[src/sv/pwmm_pkg.sv]
`timescale 1ns / 1ps
`default_nettype none
// ----------------------------------------------------------------------------
// pwmm_pkg
// Codes, register indexes, reset values and the result word layout for the
// periodic wake and multi-press mode core.
// ----------------------------------------------------------------------------
package pwmm_pkg;

	typedef enum logic [2:0] {
		OP_TICK     = 3'd0,
		OP_PRESS    = 3'd1,
		OP_DONE     = 3'd2,
		OP_SET_CHK  = 3'd3,
		OP_LOAD     = 3'd4
	} op_t;

	typedef enum logic [1:0] {
		REG_MIN_PERIOD     = 2'd0,
		REG_GPS_LEAD       = 2'd1,
		REG_PRESS_WINDOW   = 2'd2,
		REG_PRESSES_NEEDED = 2'd3
	} reg_idx_t;

	localparam logic [31:0] MIN_PERIOD_RST     = 32'd60;
	localparam logic [15:0] GPS_LEAD_RST       = 16'd30;
	localparam logic [6:0]  PRESS_WINDOW_RST   = 7'd5;
	localparam logic [3:0]  PRESSES_NEEDED_RST = 4'd3;
	localparam logic [3:0]  PRESS_COUNT_MAX    = 4'hF;

	// result word, highest bit first (sensor_wake is bit 0)
	typedef struct packed {
		logic accepted;
		logic mode;
		logic mode_led;
		logic press_led;
		logic gps_wake;
		logic sensor_wake;
	} result_t;

endpackage
`default_nettype wire

[src/sv/periodic_wake_and_multipress_mode_core.sv]
`timescale 1ns / 1ps
`default_nettype none
// ----------------------------------------------------------------------------
// periodic_wake_and_multipress_mode_core
// Tick-driven period counter with sensor and one-shot GPS wake requests,
// plus a decaying multi-press window that toggles the transmission mode.
// ----------------------------------------------------------------------------
//
//  channel   | direction | handshake            | payload
//  ----------+-----------+----------------------+-------------------------------
//  s_*       | in        | s_tvalid / s_tready  | tdata: new_period, command_id
//            |           |                      | tuser: op
//  m_*       | out       | m_tvalid / m_tready  | tdata: six result flags
//  cfg_*     | in        | cfg_we (no wait)     | cfg_index, cfg_wdata
//
//  One word in, one result word out, one word per cycle while m_tready holds.
//  The state update is a single pass of logic from the state registers into
//  the result register; the next word can follow on the very next cycle.
//  A result register plus a one-word skid stage part the two sides, so an
//  input word is still taken while one result waits; s_tready drops only
//  when both are full. Reset returns all state to its start values at once.
//
module periodic_wake_and_multipress_mode_core (
	input  wire logic        clk,
	input  wire logic        arst_n,
	// input stream
	input  wire logic        s_tvalid,
	output      logic        s_tready,
	input  wire logic [39:0] s_tdata,   // [31:0] new_period, [39:32] command_id
	input  wire logic [2:0]  s_tuser,   // [2:0] op
	// result stream
	output      logic        m_tvalid,
	input  wire logic        m_tready,
	output      logic [7:0]  m_tdata,   // [0] sensor_wake, [1] gps_wake,
	                                    // [2] press_led, [3] mode_led,
	                                    // [4] mode, [5] accepted, [7:6] zero
	// configuration
	input  wire logic        cfg_we,
	input  wire logic [1:0]  cfg_index,
	input  wire logic [31:0] cfg_wdata
);

	// configuration registers
	logic [31:0] min_period_q;
	logic [15:0] gps_lead_q;
	logic [6:0]  press_window_q;
	logic [3:0]  presses_needed_q;

	// block state
	logic [31:0] tick_count_q;
	logic [31:0] period_q;
	logic        task_busy_q;
	logic        gps_req_q;
	logic        press_pend_q;
	logic [3:0]  press_count_q;
	logic [6:0]  window_q;
	logic        mode_q;
	logic        press_led_q;
	logic        mode_led_q;
	logic [7:0]  last_cmd_q;

	// output register and skid stage
	logic                  out_v_q;
	pwmm_pkg::result_t     out_q;
	logic                  skid_v_q;
	pwmm_pkg::result_t     skid_q;

	logic        in_acc;
	logic        out_pop;
	pwmm_pkg::op_t op;
	logic [31:0] new_period;
	logic [7:0]  cmd_id;

	// next state
	logic [31:0] tick_count_d;
	logic [31:0] period_d;
	logic        task_busy_d;
	logic        gps_req_d;
	logic        press_pend_d;
	logic [3:0]  press_count_d;
	logic [6:0]  window_d;
	logic        mode_d;
	logic        press_led_d;
	logic        mode_led_d;
	logic [7:0]  last_cmd_d;
	pwmm_pkg::result_t res;

	// tick intermediates
	logic [31:0] tc_inc;
	logic        period_met;
	logic [31:0] tc_tick;
	logic        busy_tick;
	logic        gps_hit;
	logic [3:0]  pc_tick;
	logic [6:0]  win_tick;
	logic        toggle;

	assign op         = pwmm_pkg::op_t'(s_tuser);
	assign new_period = s_tdata[31:0];
	assign cmd_id     = s_tdata[39:32];

	assign s_tready = !skid_v_q;
	assign in_acc   = s_tvalid && s_tready;
	assign m_tvalid = out_v_q;
	assign out_pop  = out_v_q && m_tready;
	assign m_tdata  = {2'b00, out_q};

	// tick path: count, period check, GPS check on the updated count
	assign tc_inc     = tick_count_q + 32'd1;
	assign period_met = (tc_inc >= period_q);
	assign tc_tick    = period_met ? 32'd0 : tc_inc;
	assign busy_tick  = task_busy_q || period_met;
	assign gps_hit    = ((period_q - {16'd0, gps_lead_q}) == tc_tick)
	                    && !gps_req_q && !busy_tick;
	// pending press is counted, saturating
	assign pc_tick    = (press_pend_q && (press_count_q != pwmm_pkg::PRESS_COUNT_MAX))
	                    ? press_count_q + 4'd1 : press_count_q;
	// window decays, stopping at zero
	assign win_tick   = (window_q != 7'd0) ? window_q - 7'd1 : 7'd0;
	assign toggle     = (win_tick != 7'd0) && (pc_tick >= presses_needed_q);

	always_comb begin
		tick_count_d  = tick_count_q;
		period_d      = period_q;
		task_busy_d   = task_busy_q;
		gps_req_d     = gps_req_q;
		press_pend_d  = press_pend_q;
		press_count_d = press_count_q;
		window_d      = window_q;
		mode_d        = mode_q;
		press_led_d   = press_led_q;
		mode_led_d    = mode_led_q;
		last_cmd_d    = last_cmd_q;
		res           = '0;
		unique case (op)
			pwmm_pkg::OP_TICK: begin
				tick_count_d     = tc_tick;
				task_busy_d      = busy_tick || gps_hit;
				gps_req_d        = gps_req_q || gps_hit;
				res.sensor_wake  = period_met && !task_busy_q;
				res.gps_wake     = gps_hit;
				press_pend_d     = 1'b0;
				if (press_pend_q) begin
					press_led_d = 1'b0;
				end
				if (win_tick == 7'd0) begin
					window_d      = 7'd0;
					press_count_d = 4'd0;
					mode_led_d    = 1'b0;
				end else if (toggle) begin
					mode_d        = !mode_q;
					period_d      = 32'd0;
					mode_led_d    = 1'b1;
					window_d      = 7'd0;
					press_count_d = 4'd0;
				end else begin
					window_d      = win_tick;
					press_count_d = pc_tick;
				end
			end
			pwmm_pkg::OP_PRESS: begin
				window_d     = press_window_q;
				press_led_d  = 1'b1;
				press_pend_d = 1'b1;
			end
			pwmm_pkg::OP_DONE: begin
				task_busy_d = 1'b0;
			end
			pwmm_pkg::OP_SET_CHK: begin
				// only a new command with a long enough period is taken
				if ((cmd_id != last_cmd_q) && (new_period >= min_period_q)) begin
					tick_count_d = 32'd0;
					period_d     = new_period;
					last_cmd_d   = cmd_id;
					res.accepted = 1'b1;
				end
			end
			pwmm_pkg::OP_LOAD: begin
				tick_count_d = 32'd0;
				period_d     = new_period;
				res.accepted = 1'b1;
			end
			default: begin
			end
		endcase
		res.press_led = press_led_d;
		res.mode_led  = mode_led_d;
		res.mode      = mode_d;
	end

	// configuration writes
	always_ff @(posedge clk or negedge arst_n) begin
		if (!arst_n) begin
			min_period_q     <= pwmm_pkg::MIN_PERIOD_RST;
			gps_lead_q       <= pwmm_pkg::GPS_LEAD_RST;
			press_window_q   <= pwmm_pkg::PRESS_WINDOW_RST;
			presses_needed_q <= pwmm_pkg::PRESSES_NEEDED_RST;
		end else if (cfg_we) begin
			unique case (pwmm_pkg::reg_idx_t'(cfg_index))
				pwmm_pkg::REG_MIN_PERIOD:     min_period_q     <= cfg_wdata;
				pwmm_pkg::REG_GPS_LEAD:       gps_lead_q       <= cfg_wdata[15:0];
				pwmm_pkg::REG_PRESS_WINDOW:   press_window_q   <= cfg_wdata[6:0];
				pwmm_pkg::REG_PRESSES_NEEDED: presses_needed_q <= cfg_wdata[3:0];
				default: begin
				end
			endcase
		end
	end

	// block state, updated once per accepted word
	always_ff @(posedge clk or negedge arst_n) begin
		if (!arst_n) begin
			tick_count_q  <= 32'd0;
			period_q      <= 32'd0;
			task_busy_q   <= 1'b0;
			gps_req_q     <= 1'b0;
			press_pend_q  <= 1'b0;
			press_count_q <= 4'd0;
			window_q      <= 7'd0;
			mode_q        <= 1'b1;
			press_led_q   <= 1'b0;
			mode_led_q    <= 1'b0;
			last_cmd_q    <= 8'd0;
		end else if (in_acc) begin
			tick_count_q  <= tick_count_d;
			period_q      <= period_d;
			task_busy_q   <= task_busy_d;
			gps_req_q     <= gps_req_d;
			press_pend_q  <= press_pend_d;
			press_count_q <= press_count_d;
			window_q      <= window_d;
			mode_q        <= mode_d;
			press_led_q   <= press_led_d;
			mode_led_q    <= mode_led_d;
			last_cmd_q    <= last_cmd_d;
		end
	end

	// output register and skid: skid only fills while the output is held
	always_ff @(posedge clk or negedge arst_n) begin
		if (!arst_n) begin
			out_v_q  <= 1'b0;
			skid_v_q <= 1'b0;
		end else if (skid_v_q) begin
			if (out_pop) begin
				skid_v_q <= 1'b0;
			end
		end else if (in_acc) begin
			if (out_v_q && !out_pop) begin
				skid_v_q <= 1'b1;
			end else begin
				out_v_q <= 1'b1;
			end
		end else if (out_pop) begin
			out_v_q <= 1'b0;
		end
	end

	always_ff @(posedge clk) begin
		if (skid_v_q) begin
			if (out_pop) begin
				out_q <= skid_q;
			end
		end else if (in_acc) begin
			if (out_v_q && !out_pop) begin
				skid_q <= res;
			end else begin
				out_q <= res;
			end
		end
	end

`ifndef ASSERT_OFF
	// skid never holds a word unless the output register does too
	a_skid_order: assert property (@(posedge clk) disable iff (!arst_n)
		skid_v_q |-> out_v_q)
		else $error("skid stage full while output register empty");

	// a sensor wake marks the task busy, so no GPS wake on the same tick
	a_one_wake: assert property (@(posedge clk) disable iff (!arst_n)
		m_tvalid |-> !(m_tdata[0] && m_tdata[1]))
		else $error("sensor and GPS wake in one result");

	// a mode toggle always clears the period
	a_toggle_clears: assert property (@(posedge clk) disable iff (!arst_n)
		(in_acc && (mode_d != mode_q)) |=> (period_q == 32'd0))
		else $error("mode toggled without clearing the period");
`endif

endmodule
`default_nettype wire

[config.mk]
export PLATFORM = sky130hd
export DESIGN_NAME = periodic_wake_and_multipress_mode_core
export DESIGN_NICKNAME = d
export VERILOG_FILES = /design/src/sv/pwmm_pkg.sv /design/src/sv/periodic_wake_and_multipress_mode_core.sv
export SDC_FILE = /design/constraint.sdc
export NUM_CORES = 1
export LEC_CHECK = 0
export ABC_AREA = 1
export BUFFER_PORTS_ARGS = -buffer_cell sky130_fd_sc_hd__buf_2
export CORE_AREA = 2 2 169 171
export DETAILED_ROUTE_END_ITERATION = 8
export DIE_AREA = 0 0 171 173
export PLACE_DENSITY = 0.66
export SYNTH_ARGS = -nofsm -noshare
export SYNTH_HDL_FRONTEND = slang
export SYNTH_SLANG_ARGS = --single-unit
[constraint.sdc]
create_clock -name clk -period 4.6 [get_ports clk]
set_clock_uncertainty 0.05 [all_clocks]
set_input_delay 0.69 -clock clk [delete_from_list [all_inputs] [get_ports clk]]
set_output_delay 0.69 -clock clk [all_outputs]
set_load 0.005 [all_outputs]
==> results.md, run 1 <==
* Status: complete, no violations
* Power consumption at 3.725 mW
* H-tree Lvls at 4
* Max-cap violations at 0
* Tcrit/Tclk final at 91.95%
* Worst min-delay path class: in -> async
* Post-synthesis async set-or-reset flop share at between 90% and 100%
* DR vias at 11,570
* 1st-pass router iterations at 5
* TritonCTS clock tree: yes
* Drt drc at 0
* Highest Clock Rate at around 240 MHz
* Register area share after synthesis at approximately a third
* Most common cell after layout, fill and taps aside: nand2_1
* Max-slew headroom at 29.56%
* Bufs on Longest Clock Path at 2
* Clock Sinks at 162
* CTS root buf: clkbuf_16
* Worst EP required at 4.85 ns
* #FFs+latches synth at roughly 160
* Most frequent cells in the layout: 544 x nand2_1, 317 x inv_1, 178 x nor2_1
* Synth warnings at 0
* GRT Total Usage at between 20% and 30%
* Critical-path maximum fanout at 26
* Initial Util at 44.65%
* Layout Nets at 2,083
* Power per cell area at between 200 and 300 nW/um2
* Worst r2r dst: m_tdata[1]
* Core Area at 27,630 um2
* GPL Wtd Cong at 0.9491
* Cell variety after synth at 46
* Synth Cell Area at 12,340 um2
* I/O pins at a little over 90
* Initial drt markers at 820
* Crit path DAT at 4.48 ns
* Final wirelength at 33,770 um
* Number of global-route vias before repair at ~11,000
* # rows at between 60 and 70
* Synthesis-to-finish area growth at 11.95%
* CTS Buf Count at 17
* Antenna viol nets, final at 0
* Number of synthesized flops with an enable pin at 12
* Max Slew Vio Count at 0
* First-pass GRT wire length at 55,820 um
* Final Hold Viols at 0
* GR Util met1 at between 30 and 40%
* Worst-margin pin slew at 1.057 ns
* Post-CTS setup buffer count at 0
* Initial antenna violation count at 0
* Reg-to-Reg Start: tick_count_q[0]
* # diodes at 0
* # resized after CTS at 0
* Startpoint types: flip-flop
* R2R Setup Slk at 0.37 ns
* Final min period at between 4 and 5 ns
* RSZ-0062 raised after global routing: no
* Ratio of cells with drive above 1 in the final layout at 10.23%
* Critical path type: reg -> reg
* Grt total ovfl at 0
* Final HPWL DP at around 26,000 um
* Met2 GRT Util at 36.56%
* Lkg Pwr at 7.693 nW
* Drt via density at 5.026
* Endpoint class of the critical path: flip-flop
* Die Span Y at 173 um
* Busiest grt layer: met2
* Post-DR wirelength/cell at 14.66 um
* Clk_lat worst skew at between 0.4 and 0.5 ns
* Mean post-synth cell area at 6.708 um2
* Reg2Reg Depth at 23
* Fin util at 49.99%
* Largest net degree at the start of global routing at 100
* Maximum vdd drop at 170.9 uV
* GRT met3 Usage at roughly 2.8%
* Setup TNS Final at 0 ns
* Clock Pin Slew Worst Setup and Hold Paths at 0.08 ns
* Main synth FF type: dfrtp_1
* Die area at 29,580 um2
* Input/output buffers at 89
* Die Width at ~170 um
* Setup violations, final at 0
* # hold bufs at CTS at 0
* Synthesized netlist cell count at 1,839
==> flip-flops by register name, summed over array words and instances, names as in the netlist, 4 cells and up <==
signal	cells
m_tdata	6
min_period_q	32
last_cmd_q	8
press_window_q	7
window_q	7
tick_count_q	32
skid_q	6
gps_lead_q	16
period_q	32
presses_needed_q	4
press_count_q	4
==> worst max-delay path: stages, from the launching register on <==
cell and delay, ns:
dfrtp_1 0.50, ha_1 0.22, nand2_1 0.08, nor2_1 0.09, inv_1 0.06, nor4_1 0.48
nand3_1 0.13, nand2_1 0.15, inv_1 0.07, ha_1 0.27, nand2_1 0.04, nor2_1 0.13
nand2_1 0.10, nor2_1 0.33, nand2_4 0.25, nand2_2 0.25, nor2_1 0.10, nand3_1 0.07
nand2_1 0.06, nor2_1 0.10, nand3_1 0.09, nor2_2 0.20, nand3_2 0.12, a21oi_1 0.14
==> worst max-delay path by stage <==
stage	from	to	slack (ns)	depth (start not counted)
global placement	tick_count_q[0]	m_tdata[1]	0.49	24
floorplan	tick_count_q[0]	m_tdata[1]	1.15	24
global route	tick_count_q[0]	m_tdata[1]	0.01	30
detailed placement	tick_count_q[0]	m_tdata[1]	0.37	24
finish	tick_count_q[0]	m_tdata[1]	0.37	23
CTS	tick_count_q[0]	m_tdata[1]	0.35	24
==> cells by family (layout without fill, tap and decap cells) <==
group / Yosys count / in the layout / synth area share (%)
DFF: 162 / 162 / 33.48
other: 1 / 2 / 0.03040
adders and majority gates: 89 / 89 / 9.087
xor gates and xnor gates: 43 / 43 / 3.235
AOI/OAI and AO/OA: 175 / 175 / 7.850
buffers and inverters: 372 / 457 / 11.58
and+or+nand+nor: 997 / 997 / 34.74
==> metal layers <==
| metal | wire, um | part of all wire, % | up-vias |
|---|---|---|---|
| met5 | 0 | 0 | - |
| met4 | 492 | 1.5 | 0 |
| met3 | 1619 | 4.8 | 37 |
| met2 | 14920 | 44 | 300 |
| met1 | 16740 | 50 | 5322 |
| li1 | - | - | 5915 |
==> power breakdown <==
group	switching [mW]	internal [mW]	total (mW)	leakage (nW)
Combinational	0.403	0.226	0.629	5.39
Clock	0.727	0.799	1.53	0.304
Sequential	0.0384	1.53	1.57	2.00
Total	1.17	2.56	3.72	7.69
==> cells in the mapped netlist (12+ instances only) <==
cell | instances | area share, %
nor2_2 | 12 | 0.61
nor3_1 | 16 | 0.65
nand3b_1 | 24 | 1.5
nand2_1 | 545 | 17
nand4_1 | 29 | 1.5
o21ai_0 | 75 | 3.0
inv_1 | 317 | 9.6
xnor2_1 | 12 | 0.85
nand3_1 | 163 | 6.6
nor2_1 | 178 | 5.4
edfxtp_1 | 12 | 2.9
ha_1 | 88 | 8.9
a21oi_1 | 62 | 2.5
clkbuf_1 | 27 | 0.82
dfstp_2 | 13 | 2.8
xor2_1 | 28 | 2.0
dfrtp_1 | 137 | 28
==> cell type report <==
class | instances | area, um2
Clock inverter | 14 | 186.4
Fill cell | 2880 | 13820
Timing Repair Buffer | 101 | 570.5
Multi-Input combinational cell | 1306 | 6795
Clock buffer | 18 | 439.2
Tap cell | 378 | 473.0
Inverter | 324 | 1216
Sequential cell | 162 | 4130
==> metrics by stage <==
stage	setup slack [ns]	cell area, um2	hold WS (ns)	instances
global placement	0.4930	13180	0.4174	2271
global route	0.01113	13810	0.3652	2303
floorplan	1.152	12340	0.3444	1840
detailed placement	0.3670	13180	0.4233	2271
CTS	0.3495	13800	0.3395	2303
finish	0.3702	13810	0.2757	2303
Note: power is estimated with default switching activity, not from simulation.
==> inputs of run 2 (changes only) <==
Settings changed: PLACE_DENSITY 0.66 to default, PLACE_DENSITY_LB_ADDON from default to 0.15.
==> run 2 against run 1 <==
  * Register-to-register slack better by 0.05 ns
  * Combinational power down 1%
  * Sequential cell count is the same
  * Design area decreased by 0.33%
  * First-iteration DRC count down 13%
  * Hold slack worse by 0.032 ns
  * Wire length increased by 0.26%
  * Fmax rose by 1.1%
  * Critical endpoint unchanged
  * Utilization decreased by 0.16 points
  * Largest cell class unchanged
  * Global-route usage grew 0.38 points
==> results.md, run 2 (synthesized netlist as in run 1, its figures left out) <==
* Drt drc at 0 (unchanged)
* Clock Pin Slew Worst Setup and Hold Paths at 0.07 ns (was 0.08 ns)
* Clk_lat worst skew at 0.44 ns (was 0.46 ns)
* Final Hold Viols at 0 (unchanged)
* Status: complete, no violations (unchanged)
* Final HPWL DP at 27,050 um (was 26,490 um)
* Core Area at 27,630 um2 (unchanged)
* Crit path DAT at 4.42 ns (was 4.48 ns)
* Clk pwr share at 39.5% (was 41.0%)
* Worst EP required at 4.84 ns (was 4.85 ns)
* Psw at 1.102 mW (was 1.168 mW)
* Lkg Pwr at 7.688 nW (was 7.693 nW)
* Power per cell area at 263.7 nW/um2 (was 269.7 nW/um2)
* Ratio of cells with drive above 1 in the final layout at 10.42% (was 10.23%)
* Post-DR wirelength/cell at 14.68 um (was 14.66 um)
* H-tree Lvls at 4 (unchanged)
* Synthesis-to-finish area growth at 11.58% (was 11.95%)
* R2R Setup Slk at 0.42 ns (was 0.37 ns)
* CTS Buf Count at 17 (unchanged)
* Final min period at 4.183 ns (was 4.230 ns)
* # resized after CTS at 0 (unchanged)
* Initial antenna violation count at 0 (unchanged)
* Die Width at 171 um (unchanged)
* Max Slew Vio Count at 0 (unchanged)
* Setup TNS Final at 0 ns (unchanged)
* RSZ-0062 raised after global routing: no (unchanged)
* Final wirelength at 33,860 um (was 33,770 um)
* Fillers at 2,916 (was 2,880)
* CTS root buf: clkbuf_16 (unchanged)
* Largest net degree at the start of global routing at 89 (was 100)
* GRT Total Usage at 24.03% (was 23.65%)
* Maximum vdd drop at 242.0 uV (was 170.9 uV)
* First-pass GRT wire length at 56,340 um (was 55,820 um)
* Pint at 2.528 mW (was 2.556 mW)
* Layout Nets at 2,087 (was 2,083)
* Sequential Power Share at 43.3% (was 42.1%)
* Tcrit/Tclk final at 90.94% (was 91.95%)
* Critical path's top delay family: simple AND/OR/NAND/NOR gates (unchanged)
* Most frequent cells in the layout: 544 x nand2_1, 317 x inv_1, 178 x nor2_1 (unchanged)
* Slowest cell on the critical path: dfrtp_1 (unchanged)
* # rows at 61 (unchanged)
* Crit path largest cell delay at 0.48 ns (was 0.50 ns)
* Setup violations, final at 0 (unchanged)
* Highest Clock Rate at 239.0 MHz (was 236.4 MHz)
* Most common cell on crit path: nand2_1
* Critical-path maximum fanout at 23 (was 26)
* Max-slew headroom at 28.50% (was 29.56%)
* Initial Util at 44.65% (unchanged)
* Clock Sinks at 162 (unchanged)
* Combinational Power Share at 17.1% (was 16.9%)
* GPL Wtd Cong at 0.9303 (was 0.9491)
* Critical path type: reg -> reg (unchanged)
* Antenna viol nets, final at 0 (unchanged)
* 1st-pass router iterations at 5 (unchanged)
* Startpoint types: flip-flop (unchanged)
* Switching share of power at 30.35% (was 31.37%)
* Grt total ovfl at 0 (unchanged)
* I/O pins at 92 (unchanged)
* Input/output buffers at 89 (unchanged)
* Worst Path Buf+Inv at 3 (was 2)
* Initial drt markers at 717 (was 820)
* Max-cap violations at 0 (unchanged)
* Post-CTS setup buffer count at 0 (unchanged)
* Fin util at 49.82% (was 49.99%)
* Endpoint class of the critical path: flip-flop (unchanged)
* DR vias at 11,450 (was 11,570)
* Drt via density at 4.965 (was 5.026)
* # hold bufs at CTS at 0 (unchanged)
* Die area at 29,580 um2 (unchanged)
* Most common cell after layout, fill and taps aside: nand2_1 (unchanged)
* TritonCTS clock tree: yes (unchanged)
* Top Registers: min_period_q x32, period_q x32, tick_count_q x32 (unchanged)
* Bufs on Longest Clock Path at 2 (unchanged)
* Number of global-route vias before repair at 10,860 (was 10,820)
* Worst-margin pin slew at 1.072 ns (was 1.057 ns)
* Worst min-delay path class: in -> async (unchanged)
* # diodes at 0 (unchanged)
* Die Span Y at 173 um (unchanged)
==> run 2: cell types whose count changed in the layout (fill, tap and decap cells not counted), moves of 2 or more <==
cell      before  now
inv_6          4    8
clkinv_8       5    1
inv_4          0    2
clkinv_4       2    0
buf_4          9   16
buf_12         2    0
==> run 2: worst register-to-register path: stages (launching register included) <==
cell and delay, ns:
dfrtp_1 0.48, ha_1 0.21, nand2_1 0.07, inv_1 0.12
nand3_4 0.12, nor2_4 0.18, nand3_2 0.13, inv_2 0.10
nand2_2 0.08, xnor2_1 0.33, ha_1 0.30, nand2_1 0.08
o21a_1 0.14, nand2_1 0.10, a21oi_2 0.23, buf_4 0.31
nand3_1 0.17, nand2_1 0.09, nand2_1 0.05, nor2_1 0.10
nand2_1 0.07, nor2_1 0.09, nand2_1 0.07, nor2_2 0.14
nand3_2 0.10, a21oi_1 0.14
==> run 2: power groups by stage <==
stage               registers, mW  logic [mW]  clock network (mW)
floorplan                    1.59       0.422                   0
global placement             1.60       0.615                   0
detailed placement           1.60       0.623                   0
CTS                          1.57       0.627                1.47
global route                 1.58       0.725                1.53
finish                       1.57       0.622                1.44
==> run 2: final timing paths <==
kind	start	endpoint	depth (start not counted)
worst max-delay path	tick_count_q[0]	m_tdata[1]	25
min in group clk	gps_lead_q[8]	gps_lead_q[8]	2
max in group asynchronous	arst_n	tick_count_q[17]	2
worst min register to register	gps_lead_q[8]	gps_lead_q[8]	2
worst min-delay path	arst_n	presses_needed_q[2]	1
worst max register to register	tick_count_q[0]	m_tdata[1]	25
==> run 2: layout make-up <==
| cell class | count | area [um2] | area share [%] |
|---|---|---|---|
| inverters | 324 | 1216 | 8.835 |
| flip-flops and latches | 162 | 4130 | 30.00 |
| clock inverters | 15 | 158.9 | 1.154 |
| well taps | 378 | 473.0 | 3.436 |
| clock buffers | 17 | 425.4 | 3.090 |
| repair buffers | 105 | 571.8 | 4.154 |
| multi-input cells | 1306 | 6790 | 49.33 |
==> run 2: metrics by stage <==
step	power, mW	std cells	hold WS, ns	cell area (um2)	setup WS, ns
2_1_floorplan	2.009	1840	0.3444	12340	1.152
3_3_place_gp	2.211	2275	0.4158	13180	0.5554
3_5_place_dp	2.222	2275	0.4232	13180	0.4905
4_1_cts	3.671	2307	0.2929	13770	0.4583
5_1_grt	3.839	2307	0.3212	13770	0.006724
6_report	3.630	2307	0.2434	13770	0.4167
==> run 2: layer usage <==
layer	global-route usage [%]	vias to the layer above	wire length [um]
met5	0	-	0
met4	5.261	0	503
met3	3.616	29	1699
met2	35.92	295	14450
met1	36.47	5196	17210
li1	-	5934	-
==> inputs of run 3 (changes only) <==
Settings changed: RECOVER_POWER from default to 25.
==> run 3 against run 2 <==
  * The flow now finishes with violations (max-capacitance violations, max-slew violations)
  * Cell count stayed put
  * Worst setup slack worse by 0.0064 ns
  * Sequential cell count stayed put
  * Count of clock-buffer cells in the layout stayed put
  * Total power hardly changed
  * Largest cell class unchanged
  * Largest power group unchanged
==> results.md, run 3 (synthesized netlist as in run 1, its figures left out) <==
* Max-slew headroom at -44.50% (was 28.50%)
* Most common cell after layout, fill and taps aside: nand2_1 (unchanged)
* Clk_lat worst skew at 0.45 ns (was 0.44 ns)
* DR vias at 11,450 (about the same)
* Final HPWL DP at 27,050 um (unchanged)
* Final wirelength at 33,830 um (was 33,860 um)
* R2R Setup Slk at 0.41 ns (was 0.42 ns)
* Most frequent cells in the layout: 544 x nand2_1, 317 x inv_1, 178 x nor2_1 (unchanged)
* Max-cap violations at 1 (was 0)
* Top Registers: min_period_q x32, period_q x32, tick_count_q x32 (unchanged)
* Initial antenna violation count at 0 (unchanged)
* Max Slew Vio Count at 89 (was 0)
* Worst EP required at 4.84 ns (about the same)
* Setup violations, final at 0 (unchanged)
* TritonCTS clock tree: yes (unchanged)
* Layout Nets at 2,087 (unchanged)
* GRT Total Usage at 24.03% (unchanged)
* GPL Wtd Cong at 0.9303 (unchanged)
* Lkg Pwr at 7.684 nW (was 7.688 nW)
* Worst min-delay path class: reg -> reg (was in -> async)
* Antenna viol nets, final at 0 (unchanged)
* Input/output buffers at 89 (unchanged)
* CTS root buf: clkbuf_16 (unchanged)
* Slack of the critical path at 0.4104 ns (was 0.4167 ns)
* RSZ-0062 raised after global routing: no (unchanged)
* 1st-pass router iterations at 6 (was 5)
* Bufs on Longest Clock Path at 2 (unchanged)
* Post-CTS setup buffer count at 0 (unchanged)
* Number of global-route vias before repair at 10,860 (unchanged)
* Initial drt markers at 700 (was 717)
* Endpoint class of the critical path: flip-flop (unchanged)
* Fin util at 49.80% (was 49.82%)
* Clock Pin Slew Worst Setup and Hold Paths at 0.07 ns (about the same)
* First-pass GRT wire length at 56,340 um (unchanged)
* Clock Sinks at 162 (unchanged)
* Ratio of cells with drive above 1 in the final layout at 10.37% (was 10.42%)
* CTS Buf Count at 17 (unchanged)
* Power per cell area at 263.8 nW/um2 (was 263.7 nW/um2)
* Critical-path maximum fanout at 23 (unchanged)
* Core Area at 27,630 um2 (unchanged)
* H-tree Lvls at 4 (unchanged)
* Tcrit/Tclk final at 91.08% (was 90.94%)
* I/O pins at 92 (unchanged)
* Status: complete, but fails checks (was complete, no violations)
* # resized after CTS at 0 (unchanged)
* Crit path DAT at 4.43 ns (was 4.42 ns)
* Die Span Y at 173 um (unchanged)
* Die area at 29,580 um2 (unchanged)
* Die Width at 171 um (unchanged)
* Largest net degree at the start of global routing at 89 (unchanged)
* Startpoint types: flip-flop (unchanged)
* Drt via density at 4.963 (was 4.965)
* Maximum vdd drop at 238.3 uV (was 242.0 uV)
* Final min period at 4.190 ns (was 4.183 ns)
* Synthesis-to-finish area growth at 11.52% (was 11.58%)
* Drt drc at 0 (unchanged)
* # diodes at 0 (unchanged)
* # rows at 61 (unchanged)
* Initial Util at 44.65% (unchanged)
* Final Hold Viols at 0 (unchanged)
* Highest Clock Rate at 238.7 MHz (was 239.0 MHz)
* Critical path type: reg -> reg (unchanged)
* Pre-CTS WS at 0.4905 ns (unchanged)
* Worst-margin pin slew at 2.167 ns (was 1.072 ns)
* Grt total ovfl at 0 (unchanged)
* Setup TNS Final at 0 ns (unchanged)
* Post-DR wirelength/cell at 14.66 um (was 14.68 um)
* Failing checks: max-capacitance violations, max-slew violations
* # hold bufs at CTS at 0 (unchanged)
-- run 3: changes by cell type in the layout (fill, tap and decap cells not counted), sizes merged --
cell	delta
buf	-2
clkbuf	+2
-- run 3: layer usage --
layer	vias up	part of all wire (%)	track usage [%]
met5	-	0	0
met4	0	1.5	5.261
met3	31	4.6	3.616
met2	276	43	35.92
met1	5212	51	36.47
li1	5930	-	-
-- run 3: final timing paths --
kind / start / to / cells after the start
min in group asynchronous: arst_n / presses_needed_q[2] / 1
max: tick_count_q[0] / m_tdata[1] / 25
min reg2reg: gps_lead_q[8] / gps_lead_q[8] / 2
max reg2reg: tick_count_q[0] / m_tdata[1] / 25
min: gps_lead_q[8] / gps_lead_q[8] / 2
max in group asynchronous: arst_n / tick_count_q[17] / 2
-- run 3: report_power, final --
part           total [mW]  switching [mW]  internal, mW
logic               0.621           0.397         0.225
registers            1.57          0.0399          1.53
clock network        1.44           0.665         0.771
-- run 3: layout make-up --
type | count | area [um2]
fillers | 2918 | 13870
inverters | 324 | 1216
clock inverters | 15 | 158.9
multi-input cells | 1306 | 6790
flip-flops and latches | 162 | 4130
well taps | 378 | 473.0
clock buffers | 17 | 425.4
repair buffers | 105 | 564.3
-- run 3: critical path, cell delays in order, from the launching register on --
cell,delay (ns)
dfrtp_1,0.48
ha_1,0.21
nand2_1,0.07
inv_1,0.12
nand3_4,0.12
nor2_4,0.18
nand3_2,0.13
inv_2,0.10
nand2_2,0.08
xnor2_1,0.33
ha_1,0.30
nand2_1,0.08
o21a_1,0.14
nand2_1,0.10
a21oi_2,0.23
buf_4,0.31
nand3_1,0.17
nand2_1,0.09
nand2_1,0.05
nor2_1,0.10
nand2_1,0.06
nor2_1,0.08
nand2_1,0.07
nor2_2,0.14
nand3_2,0.10
a21oi_1,0.14
-- run 3: per-stage QoR --
step | instance area, um2 | hold WS [ns] | power [mW] | instances
finish | 13760 | 0.4332 | 3.629 | 2307
global route | 13760 | 0.4280 | 3.839 | 2307
CTS | 13770 | 0.2929 | 3.671 | 2307
detailed placement | 13180 | 0.4232 | 2.222 | 2275
global placement | 13180 | 0.4158 | 2.211 | 2275
floorplan | 12340 | 0.3444 | 2.009 | 1840
